[src/hdl/png_idat_stored_zlib_framer_unit_defines.svh]
// Assertion macros shared by the framer.
`ifndef PNG_IDAT_STORED_ZLIB_FRAMER_UNIT_DEFINES_SVH
`define PNG_IDAT_STORED_ZLIB_FRAMER_UNIT_DEFINES_SVH

// Same-cycle implication.
`define PNGIDAT_ASSERT_SAME(label, clk, rst_n, ante, cons, msg) \
    label: assert property (@(posedge clk) disable iff (!rst_n) (ante) |-> (cons)) \
        else $error(msg);

// Next-cycle implication.
`define PNGIDAT_ASSERT_NEXT(label, clk, rst_n, ante, cons, msg) \
    label: assert property (@(posedge clk) disable iff (!rst_n) (ante) |=> (cons)) \
        else $error(msg);

`endif

[src/hdl/pngidat_pkg.sv]
package pngidat_pkg;

    localparam logic [31:0] CRC_POLY   = 32'hedb88320;
    localparam logic [31:0] CRC_INIT   = 32'hffffffff;
    localparam logic [16:0] ADLER_MOD  = 17'd65521;
    localparam logic [7:0]  ZLIB_CMF   = 8'h78;
    localparam logic [7:0]  ZLIB_FLG   = 8'h01;
    localparam logic [7:0]  TYPE_I     = 8'h49;
    localparam logic [7:0]  TYPE_D     = 8'h44;
    localparam logic [7:0]  TYPE_A     = 8'h41;
    localparam logic [7:0]  TYPE_T     = 8'h54;

    typedef enum logic [2:0] {
        PH_IDLE,
        PH_LEN,
        PH_TYPE,
        PH_ZHDR,
        PH_BHDR,
        PH_DATA,
        PH_ADLER,
        PH_CRC
    } phase_t;

    // One classified input byte, as handed from front to back.
    typedef struct packed {
        logic [7:0]  data;
        logic        first;
        logic        blk;
        logic        blk_final;
        logic        last;
        logic [15:0] blk_count;
        logic [31:0] adler;
    } entry_t;

    typedef struct packed {
        logic full;
        logic empty;
    } q_status_t;

endpackage

[src/hdl/pngidat_len_div.sv]
module pngidat_len_div
    import pngidat_pkg::*;
#(
    parameter int BLOCK_MAX   = 65535,
    parameter int LENGTH_BITS = 24
)
(
    input  logic                   clk,
    input  logic                   rst_n,
    input  logic                   we,
    input  logic [LENGTH_BITS-1:0] wdata,
    output logic                   busy,
    output logic [31:0]            chunk_len
);

    localparam int NW = ((LENGTH_BITS > 16) ? LENGTH_BITS : 16) + 1;
    // reciprocal of BLOCK_MAX, exact for every numerator below 2**NW
    localparam int SH = NW + $clog2(BLOCK_MAX);
    localparam longint unsigned RECIP =
        ((64'd1 << SH) + 64'(BLOCK_MAX) - 64'd1) / 64'(BLOCK_MAX);
    localparam int MW = NW + 1;
    localparam int PW = NW + MW;
    localparam logic [MW-1:0] RECIP_W = MW'(RECIP);

    logic [LENGTH_BITS-1:0] eff;
    logic [LENGTH_BITS-1:0] eff_reg;
    logic [NW-1:0]          num_reg;
    logic [PW-1:0]          prod_reg;
    logic [PW-1:0]          prod_next;
    logic [PW-SH-1:0]       blocks;
    logic                   step_reg;
    logic                   busy_reg;
    logic [31:0]            len_reg;
    logic [31:0]            len_next;

    assign eff = (wdata == '0) ? LENGTH_BITS'(1) : wdata;

    // block count = ceil(eff / BLOCK_MAX) by multiply and shift
    assign prod_next = PW'(num_reg) * PW'(RECIP_W);
    assign blocks    = prod_reg[PW-1:SH];
    assign len_next  = 32'(eff_reg) + (32'(blocks) << 2) + 32'(blocks) + 32'd6;

    always_ff @(posedge clk or negedge rst_n)
    begin
        if (!rst_n)
        begin
            busy_reg <= 1'b0;
            step_reg <= 1'b0;
            len_reg  <= 32'd12;
        end
        else if (we)
        begin
            busy_reg <= 1'b1;
            step_reg <= 1'b0;
        end
        else if (busy_reg)
        begin
            if (!step_reg)
            begin
                step_reg <= 1'b1;
            end
            else
            begin
                busy_reg <= 1'b0;
                len_reg  <= len_next;
            end
        end
    end

    always_ff @(posedge clk)
    begin
        if (we)
        begin
            eff_reg <= eff;
            num_reg <= NW'(eff) + NW'(BLOCK_MAX - 1);
        end
        else if (busy_reg && !step_reg)
        begin
            prod_reg <= prod_next;
        end
    end

    assign busy      = busy_reg;
    assign chunk_len = len_reg;

endmodule

[src/hdl/pngidat_front.sv]
module pngidat_front
    import pngidat_pkg::*;
#(
    parameter int BLOCK_MAX   = 65535,
    parameter int LENGTH_BITS = 24
)
(
    input  logic                   clk,
    input  logic                   rst_n,
    input  logic                   in_valid,
    output logic                   in_ready,
    input  logic [7:0]             data_byte,
    input  logic [LENGTH_BITS-1:0] total_length,
    input  logic                   len_busy,
    input  q_status_t              q_stat,
    output logic                   push,
    output entry_t                 push_entry
);

    localparam int LB = LENGTH_BITS;

    logic [LB-1:0] bytes_done_reg;
    logic [15:0]   block_left_reg;
    logic [15:0]   adler_low_reg;
    logic [15:0]   adler_high_reg;

    logic [LB-1:0] eff_total;
    logic [LB-1:0] remaining;
    logic          blk;
    logic          blk_final;
    logic [15:0]   blk_count;
    logic [15:0]   block_left_next;
    logic [LB:0]   done_inc;
    logic          last;
    logic [16:0]   low_sum;
    logic [15:0]   low_new;
    logic [16:0]   high_sum;
    logic [15:0]   high_new;

    assign eff_total = (total_length == '0) ? LB'(1) : total_length;
    // a shortened length leaves nothing due: the block is sized one
    assign remaining = (eff_total > bytes_done_reg) ? eff_total - bytes_done_reg : LB'(1);
    assign blk       = block_left_reg == '0;
    assign blk_final = 32'(remaining) <= 32'(BLOCK_MAX);
    assign blk_count = blk_final ? 16'(remaining) : 16'(BLOCK_MAX);
    assign block_left_next = (blk ? blk_count : block_left_reg) - 16'd1;

    // wrap of the byte count also closes the chunk
    assign done_inc = {1'b0, bytes_done_reg} + (LB+1)'(1);
    assign last     = done_inc >= {1'b0, eff_total};

    assign low_sum  = {1'b0, adler_low_reg} + {9'b0, data_byte};
    assign low_new  = (low_sum >= ADLER_MOD) ? 16'(low_sum - ADLER_MOD) : low_sum[15:0];
    assign high_sum = {1'b0, adler_high_reg} + {1'b0, low_new};
    assign high_new = (high_sum >= ADLER_MOD) ? 16'(high_sum - ADLER_MOD) : high_sum[15:0];

    assign in_ready = !len_busy && !q_stat.full;
    assign push     = in_valid && in_ready;

    always_comb
    begin
        push_entry.data      = data_byte;
        push_entry.first     = bytes_done_reg == '0;
        push_entry.blk       = blk;
        push_entry.blk_final = blk_final;
        push_entry.last      = last;
        push_entry.blk_count = blk_count;
        push_entry.adler     = {high_new, low_new};
    end

    always_ff @(posedge clk or negedge rst_n)
    begin
        if (!rst_n)
        begin
            bytes_done_reg <= '0;
            block_left_reg <= '0;
            adler_low_reg  <= 16'd1;
            adler_high_reg <= '0;
        end
        else if (push)
        begin
            if (last)
            begin
                bytes_done_reg <= '0;
                block_left_reg <= '0;
                adler_low_reg  <= 16'd1;
                adler_high_reg <= '0;
            end
            else
            begin
                bytes_done_reg <= done_inc[LB-1:0];
                block_left_reg <= block_left_next;
                adler_low_reg  <= low_new;
                adler_high_reg <= high_new;
            end
        end
    end

endmodule

[src/hdl/pngidat_queue.sv]
module pngidat_queue
    import pngidat_pkg::*;
#(
    parameter int DEPTH = 4
)
(
    input  logic      clk,
    input  logic      rst_n,
    input  logic      push,
    input  entry_t    push_entry,
    input  logic      pop,
    output entry_t    head,
    output q_status_t q_stat
);

    localparam int PW = $clog2(DEPTH);
    localparam int NW = $clog2(DEPTH + 1);

    entry_t        mem_reg [DEPTH];
    logic [PW-1:0] wr_ptr_reg;
    logic [PW-1:0] rd_ptr_reg;
    logic [NW-1:0] count_reg;

    assign head         = mem_reg[rd_ptr_reg];
    assign q_stat.full  = count_reg == NW'(DEPTH);
    assign q_stat.empty = count_reg == '0;

    always_ff @(posedge clk)
    begin
        if (push)
        begin
            mem_reg[wr_ptr_reg] <= push_entry;
        end
    end

    always_ff @(posedge clk or negedge rst_n)
    begin
        if (!rst_n)
        begin
            wr_ptr_reg <= '0;
            rd_ptr_reg <= '0;
            count_reg  <= '0;
        end
        else
        begin
            if (push)
            begin
                wr_ptr_reg <= (wr_ptr_reg == PW'(DEPTH - 1)) ? '0 : wr_ptr_reg + PW'(1);
            end
            if (pop)
            begin
                rd_ptr_reg <= (rd_ptr_reg == PW'(DEPTH - 1)) ? '0 : rd_ptr_reg + PW'(1);
            end
            if (push && !pop)
            begin
                count_reg <= count_reg + NW'(1);
            end
            else if (pop && !push)
            begin
                count_reg <= count_reg - NW'(1);
            end
        end
    end

endmodule

[src/hdl/pngidat_back.sv]
module pngidat_back
    import pngidat_pkg::*;
(
    input  logic        clk,
    input  logic        rst_n,
    input  entry_t      head,
    input  q_status_t   q_stat,
    input  logic [31:0] chunk_len,
    output logic        pop,
    output logic        out_valid,
    input  logic        out_ready,
    output logic [7:0]  out_byte,
    output logic        run_end,
    output logic        chunk_end
);

    phase_t      phase_reg;
    phase_t      phase_next;
    phase_t      cur_phase;
    logic [2:0]  idx_reg;
    logic [2:0]  idx_next;
    logic [2:0]  cur_idx;
    logic        emit;
    logic [7:0]  byte_sel;
    logic        crc_en;
    logic        done;
    logic        crc_last;
    logic [31:0] crc_reg;
    logic [31:0] crc_out;
    logic        out_valid_reg;
    logic [7:0]  out_byte_reg;
    logic        run_end_reg;
    logic        chunk_end_reg;

    function automatic logic [31:0] crc_byte(input logic [31:0] c_in, input logic [7:0] b);
        logic [31:0] c;
        c = c_in ^ {24'b0, b};
        for (int i = 0; i < 8; i++)
        begin
            c = (c >> 1) ^ (CRC_POLY & {32{c[0]}});
        end
        return c;
    endfunction

    function automatic logic [7:0] be_byte(input logic [31:0] w, input logic [1:0] k);
        logic [7:0] r;
        case (k)
            2'd0:    r = w[31:24];
            2'd1:    r = w[23:16];
            2'd2:    r = w[15:8];
            default: r = w[7:0];
        endcase
        return r;
    endfunction

    // a new entry starts where its flags say
    always_comb
    begin
        if (phase_reg == PH_IDLE)
        begin
            cur_phase = head.first ? PH_LEN : (head.blk ? PH_BHDR : PH_DATA);
            cur_idx   = '0;
        end
        else
        begin
            cur_phase = phase_reg;
            cur_idx   = idx_reg;
        end
    end

    assign emit    = !q_stat.empty && (!out_valid_reg || out_ready);
    assign crc_out = ~crc_reg;

    // next state
    always_comb
    begin
        phase_next = phase_reg;
        idx_next   = idx_reg;
        if (emit)
        begin
            phase_next = cur_phase;
            idx_next   = cur_idx + 3'd1;
            case (cur_phase)
                PH_LEN:
                    if (cur_idx == 3'd3)
                    begin
                        phase_next = PH_TYPE;
                        idx_next   = '0;
                    end
                PH_TYPE:
                    if (cur_idx == 3'd3)
                    begin
                        phase_next = PH_ZHDR;
                        idx_next   = '0;
                    end
                PH_ZHDR:
                    if (cur_idx == 3'd1)
                    begin
                        phase_next = head.blk ? PH_BHDR : PH_DATA;
                        idx_next   = '0;
                    end
                PH_BHDR:
                    if (cur_idx == 3'd4)
                    begin
                        phase_next = PH_DATA;
                        idx_next   = '0;
                    end
                PH_DATA:
                begin
                    phase_next = head.last ? PH_ADLER : PH_IDLE;
                    idx_next   = '0;
                end
                PH_ADLER:
                    if (cur_idx == 3'd3)
                    begin
                        phase_next = PH_CRC;
                        idx_next   = '0;
                    end
                PH_CRC:
                    if (cur_idx == 3'd3)
                    begin
                        phase_next = PH_IDLE;
                        idx_next   = '0;
                    end
                default:
                begin
                    phase_next = PH_IDLE;
                    idx_next   = '0;
                end
            endcase
        end
    end

    // outputs
    always_comb
    begin
        byte_sel = head.data;
        crc_en   = 1'b1;
        done     = 1'b0;
        crc_last = 1'b0;
        case (cur_phase)
            PH_LEN:
            begin
                byte_sel = be_byte(chunk_len, cur_idx[1:0]);
                crc_en   = 1'b0;
            end
            PH_TYPE:
                case (cur_idx[1:0])
                    2'd0:    byte_sel = TYPE_I;
                    2'd1:    byte_sel = TYPE_D;
                    2'd2:    byte_sel = TYPE_A;
                    default: byte_sel = TYPE_T;
                endcase
            PH_ZHDR:
                byte_sel = (cur_idx == 3'd0) ? ZLIB_CMF : ZLIB_FLG;
            PH_BHDR:
                case (cur_idx)
                    3'd0:    byte_sel = {7'b0, head.blk_final};
                    3'd1:    byte_sel = head.blk_count[7:0];
                    3'd2:    byte_sel = head.blk_count[15:8];
                    3'd3:    byte_sel = ~head.blk_count[7:0];
                    default: byte_sel = ~head.blk_count[15:8];
                endcase
            PH_DATA:
            begin
                byte_sel = head.data;
                done     = !head.last;
            end
            PH_ADLER:
                byte_sel = be_byte(head.adler, cur_idx[1:0]);
            PH_CRC:
            begin
                byte_sel = be_byte(crc_out, cur_idx[1:0]);
                crc_en   = 1'b0;
                done     = cur_idx == 3'd3;
                crc_last = cur_idx == 3'd3;
            end
            default:
            begin
                byte_sel = head.data;
                crc_en   = 1'b0;
            end
        endcase
    end

    assign pop = emit && done;

    always_ff @(posedge clk or negedge rst_n)
    begin
        if (!rst_n)
        begin
            phase_reg     <= PH_IDLE;
            idx_reg       <= '0;
            crc_reg       <= CRC_INIT;
            out_valid_reg <= 1'b0;
        end
        else
        begin
            phase_reg <= phase_next;
            idx_reg   <= idx_next;
            if (emit)
            begin
                out_valid_reg <= 1'b1;
                if (crc_last)
                begin
                    crc_reg <= CRC_INIT;
                end
                else if (crc_en)
                begin
                    crc_reg <= crc_byte(crc_reg, byte_sel);
                end
            end
            else if (out_ready)
            begin
                out_valid_reg <= 1'b0;
            end
        end
    end

    always_ff @(posedge clk)
    begin
        if (emit)
        begin
            out_byte_reg  <= byte_sel;
            run_end_reg   <= done;
            chunk_end_reg <= crc_last;
        end
    end

    assign out_valid = out_valid_reg;
    assign out_byte  = out_byte_reg;
    assign run_end   = run_end_reg;
    assign chunk_end = chunk_end_reg;

endmodule

[src/hdl/png_idat_stored_zlib_framer_unit.sv]
// Channel   Handshake                   Payload
// --------  --------------------------  ------------------------------
// input     in_valid / in_ready         data_byte
// output    out_valid / out_ready       out_byte, run_end, chunk_end
// config    total_length_we             total_length
//
// The output port moves one chunk byte per cycle while out_ready is high and the queue is
// not empty; an input transaction causes 1 byte, plus 10 on a chunk's first byte, 5 on a
// block start, 8 on the last. A short queue between classifier and emitter lets input run
// ahead of a stalled output. After a length write in_ready is held low while the chunk
// length (block count) is worked out by a reciprocal multiply.
// Reset (rst_n, async) restores length 1 and an empty chunk; no startup delay.
`include "png_idat_stored_zlib_framer_unit_defines.svh"

module png_idat_stored_zlib_framer_unit
    import pngidat_pkg::*;
#(
    parameter int BLOCK_MAX   = 65535,
    parameter int LENGTH_BITS = 24,
    parameter int QUEUE_DEPTH = 4
)
(
    input  logic                   clk,
    input  logic                   rst_n,
    input  logic                   in_valid,
    output logic                   in_ready,
    input  logic [7:0]             data_byte,
    output logic                   out_valid,
    input  logic                   out_ready,
    output logic [7:0]             out_byte,
    output logic                   run_end,
    output logic                   chunk_end,
    input  logic                   total_length_we,
    input  logic [LENGTH_BITS-1:0] total_length
);

    logic [LENGTH_BITS-1:0] total_length_reg;
    logic                   len_busy;
    logic [31:0]            chunk_len;
    q_status_t              q_stat;
    logic                   push;
    entry_t                 push_entry;
    logic                   pop;
    entry_t                 head;

    always_ff @(posedge clk or negedge rst_n)
    begin
        if (!rst_n)
        begin
            total_length_reg <= LENGTH_BITS'(1);
        end
        else if (total_length_we)
        begin
            total_length_reg <= total_length;
        end
    end

    pngidat_len_div #(
        .BLOCK_MAX   (BLOCK_MAX),
        .LENGTH_BITS (LENGTH_BITS)
    ) u_len_div (
        .clk       (clk),
        .rst_n     (rst_n),
        .we        (total_length_we),
        .wdata     (total_length),
        .busy      (len_busy),
        .chunk_len (chunk_len)
    );

    pngidat_front #(
        .BLOCK_MAX   (BLOCK_MAX),
        .LENGTH_BITS (LENGTH_BITS)
    ) u_front (
        .clk          (clk),
        .rst_n        (rst_n),
        .in_valid     (in_valid),
        .in_ready     (in_ready),
        .data_byte    (data_byte),
        .total_length (total_length_reg),
        .len_busy     (len_busy),
        .q_stat       (q_stat),
        .push         (push),
        .push_entry   (push_entry)
    );

    pngidat_queue #(
        .DEPTH (QUEUE_DEPTH)
    ) u_queue (
        .clk        (clk),
        .rst_n      (rst_n),
        .push       (push),
        .push_entry (push_entry),
        .pop        (pop),
        .head       (head),
        .q_stat     (q_stat)
    );

    pngidat_back u_back (
        .clk       (clk),
        .rst_n     (rst_n),
        .head      (head),
        .q_stat    (q_stat),
        .chunk_len (chunk_len),
        .pop       (pop),
        .out_valid (out_valid),
        .out_ready (out_ready),
        .out_byte  (out_byte),
        .run_end   (run_end),
        .chunk_end (chunk_end)
    );

    `PNGIDAT_ASSERT_SAME(a_chunk_end_closes_run, clk, rst_n,
        out_valid && chunk_end, run_end, "chunk end without run end")
    `PNGIDAT_ASSERT_NEXT(a_len_write_stalls_input, clk, rst_n,
        total_length_we, !in_ready, "input taken during length update")
    `PNGIDAT_ASSERT_SAME(a_queue_status_sane, clk, rst_n,
        q_stat.full, !q_stat.empty, "queue both full and empty")

endmodule

[config.mk]
export PLATFORM = sky130hd
export DESIGN_NAME = png_idat_stored_zlib_framer_unit
export DESIGN_NICKNAME = d
export VERILOG_FILES = /design/src/hdl/pngidat_pkg.sv /design/src/hdl/pngidat_len_div.sv /design/src/hdl/pngidat_front.sv /design/src/hdl/pngidat_queue.sv /design/src/hdl/pngidat_back.sv /design/src/hdl/png_idat_stored_zlib_framer_unit.sv
export VERILOG_INCLUDE_DIRS = /design/src /design/src/hdl
export SDC_FILE = /design/constraint.sdc
export NUM_CORES = 1
export LEC_CHECK = 0
export BUFFER_PORTS_ARGS = -buffer_cell sky130_fd_sc_hd__buf_2
export CAP_MARGIN = 20
export CORE_MARGIN = 2
export CORE_UTILIZATION = 50
export DETAILED_ROUTE_END_ITERATION = 10
export PLACE_DENSITY = 0.73
export SYNTH_ARGS = -nofsm -noshare
export SYNTH_HDL_FRONTEND = slang
export SYNTH_SLANG_ARGS = --single-unit
[constraint.sdc]
create_clock -name clk -period 17.8 [get_ports clk]
set_input_delay 1.78 -clock clk [delete_from_list [all_inputs] [get_ports clk]]
set_output_delay 1.78 -clock clk [all_outputs]
set_load 0.05 [all_outputs]
==> flow_summary_export.csv <==
group,metric,value,unit
critical_path,cp_data_required_time,18.35,ns
detailed_routing,drt-pass1-iter-count,7,
global_routing,gr-usage-all-layers,24.44,%
global_routing,grt_pass1_wl,114.4,mm
clock_tree,htree_levels,2,
cells_and_area,fillerInstances,4715,
synth,syn_inst,2591,
cells_and_area,syn_to_final_growth,9.086,%
critical_path,crit_path_end_kind,"flip-flop",
floorplanning,fp.dieH,242.8,µm
sta,fmax,113.9,MHz
detailed_routing,wl_per_cell,21.46,µm
synth,synthFlopType,"edfxtp_1",
clock_tree,root_buffer,"clkbuf_16",
synth,synth.yosys.seq_area_share,47.51,%
placed_design,portBuffers,48,
cells_and_area,nNetsFinal,2837,
critical_path,r2r-end,"u_front.adler_high_reg[12]",
run,maxCapViolCount,0,
synth,synth.distinct_cells,96,
critical_path,worstRegToRegCells,24,
placed_design,place_inst,3277,
placed_design,place_area,29320,µm²
worst_hold_path,min_to,"u_len_div.chunk_len[12]",
power,power_density,195.3,nW/µm²
synth,yosysWarningCount,0,
synth,synth_area,28520,µm²
global_routing,grt_pass1_vias,20420,
clock_tree,post-cts-setup-buffers,0,
cells_and_area,drive_gt1_share,11.81,%
placed_design,gp_congestion,0.9466,
power,p_leak,12.22,nW
global_routing,antenna_found_initial,0,
clock_tree,cts_buffers,51,
critical_path,critPathKind,"in2reg",
detailed_routing,ant_nets,0,
critical_path,slowest_stage,"nor4bb_1",
sta,final_hold_viol_count,0,
cells_and_area,stdcell_count,3372,
floorplanning,initial_core_util,50.58,%
synth,async_flop_share,35.56,%
sta,fin_crit,8.777,ns
clock_tree,cts_sinks,478,
sta,finalClockSkew,0.02502,ns
detailed_routing,vias,20700,
cells_and_area,diodes,0,
floorplanning,die_area,58960,µm²
floorplanning,die_w,242.8,µm
sta,final-setup-viol-count,0,
sta,slew_headroom,26.12,%
synth,syn_nets,2854,
worst_hold_path,hp-start,"u_len_div.chunk_len[12]",
synth,ys_seq_elements,478,
critical_path,crit_family,"simple AND/OR/NAND/NOR gates",
clock_tree,ctsHoldBuffers,0,
power,ir_drop,0.2535,mV
worst_hold_path,min_path_type,"reg2reg",
critical_path,r2r-start,"u_front.adler_low_reg[0]",
sta,worstMarginPinSlew,1.080,ns
run_status,status,"finished clean",
cells_and_area,design_area,31110,µm²
cells_and_area,largest_register_ffs,240,
clock_tree,clkTransAtPathRegs,0.07,ns
clock_tree,cts-resized-gates,0,
detailed_routing,route.detailed.drc,0,
critical_path,startpoint_type,"input port",
critical_path,worst-path-buf-inv,1,
sta,rsz0062_at_grt,"false",
critical_path,worstPathArrival,9.33,ns
detailed_routing,drt_iter0_drc,2158,
detailed_routing,wirelength,72.36,mm
critical_path,rrSetupSlack,10.00,ns
clock_tree,clock_latency,0.61,ns
critical_path,cpPeakStageDelay,0.95,ns
floorplanning,pin_count,49,
synth,syn_area_per_cell,11.01,µm²
critical_path,critPathMaxFanout,13,
floorplanning,rows,87,
clock_tree,cts_tree,"yes",
placed_design,hpwl,50.58,mm
sta,fin_tns_setup,0,ns
synth,synth_edf_count,308,
sta,hold_ws,0.4866,ns
detailed_routing,avgViaCountPerCell,6.140,
global_routing,grt.overflow.total,0,
sta,drv_slew,0,
floorplanning,core,56390,µm²
sta,fin_crit_sh,49.31,%
clock_tree,clockBufferDepth,3,
worst_hold_path,min_path_cells,2,
global_routing,grt_max_degree,84,
[cells in the final DEF (no fill, tap or decap), drive strengths merged, types with 9 or more instances in the layout]
cell	count
and3	24
nor2	163
xor2	78
mux2i	10
buf	70
mux4	60
edfxtp	308
nand2	249
nand4	33
a22oi	14
ha	219
a21o	37
dfrtp	134
o211ai	17
clkinv	20
o311ai	9
nor4	27
a31oi	11
o21a	30
o22ai	25
o21ai	161
a21oi	132
o31ai	19
clkbuf	64
dfstp	36
a22o	24
inv	123
nand2b	35
nand3	65
or3	19
a211oi	16
nor2b	32
nor3	43
xnor2	141
[where the power goes]
part / internal [mW] / total (mW) / switching [mW]
clock network: 0.657 / 1.12 / 0.463
logic: 1.32 / 3.21 / 1.89
registers: 1.56 / 1.74 / 0.190
total: 3.54 / 6.08 / 2.54
[layer usage]
metal | up-vias | GRT usage, % | part of all wire [%]
met5 | - | 0 | 0
met4 | 0 | 7.939 | 3.0
met3 | 150 | 3.251 | 6.6
met2 | 785 | 40.45 | 47
met1 | 10260 | 33.44 | 43
li1 | 9511 | - | -
[through the flow]
stage / power, mW / setup WS, ns / utilization [%]
CTS: 6.062 / 9.268 / 55.17
finish: 6.076 / 9.023 / 55.17
global placement: 4.838 / 8.934 / 52.00
detailed placement: 4.921 / 8.629 / 52.00
floorplan: 4.178 / 10.08 / -
global route: 6.452 / 8.471 / 55.17
[area by class of cell]
cell class                      instances  area, µm²  area share (%)
Multi-Input combinational cell       1851      13950           44.85
Sequential cell                       478      13550           43.57
Clock buffer                           64       1416           4.553
Tap cell                              756      945.9           3.041
Inverter                              122      457.9           1.472
Timing Repair Buffer                   70      414.1           1.331
Clock inverter                         31      370.4           1.190
[tightest hold or removal path: cells and delay by family (launching register included)]
| family | cells | cell delay [ns] |
|---|---|---|
| flip-flops | 1 | 0.35 |
| AO/OA/AOI/OAI | 1 | 0.06 |
| AND/OR/NAND/NOR | 1 | 0.05 |
[cell usage after synthesis, types with 9 or more instances]
cell type	number	area [µm²]
a22o_1	24	210.2
o211ai_1	17	127.6
ha_1	219	2740
a21o_1	37	277.8
clkbuf_1	121	454.2
o21a_1	30	225.2
nand3_1	63	315.3
o311ai_0	9	78.83
nand2_1	248	930.9
dfrtp_1	134	3353
mux2i_1	10	100.1
nor4_1	27	168.9
a211oi_1	16	120.1
nand4_1	32	200.2
nor2_1	163	611.8
a31oi_1	11	68.82
edfxtp_1	308	9249
a21oi_1	131	655.6
nand2b_1	35	219.0
xnor2_1	132	1156
nor2b_1	32	200.2
nor3_1	43	215.2
and3_1	24	150.1
inv_1	119	446.7
a22oi_1	14	105.1
o21ai_0	157	785.8
or3_1	19	118.9
o31ai_1	18	135.1
dfstp_2	36	945.9
o22ai_1	25	156.4
xor2_1	73	639.4
mux4_2	58	1306
[cell families after synthesis]
logic type | share of synthesized area [%]
XOR/XNOR | 7.340
adder cells (fa/ha/maj) | 10.10
AO/OA/AOI/OAI | 13.46
multiplexers | 5.445
buffers and inverters | 3.641
flip-flops | 47.51
AND/OR/NAND/NOR | 12.50
[worst max path at each step]
| stage | cells after the start | slack [ns] | start | end |
|---|---|---|---|---|
| final | 25 | 9.02 | data_byte[0] | u_front.adler_high_reg[12] |
| after global routing | 25 | 8.47 | data_byte[0] | u_front.adler_high_reg[12] |
| after CTS | 24 | 9.27 | data_byte[1] | u_front.adler_high_reg[12] |
| after detailed placement | 25 | 8.63 | data_byte[1] | u_front.adler_high_reg[12] |
| after global placement | 26 | 8.93 | data_byte[0] | u_front.adler_high_reg[12] |
| after floorplan | 25 | 10.08 | data_byte[0] | u_front.adler_high_reg[12] |
Power figures use the tool's default switching activity.
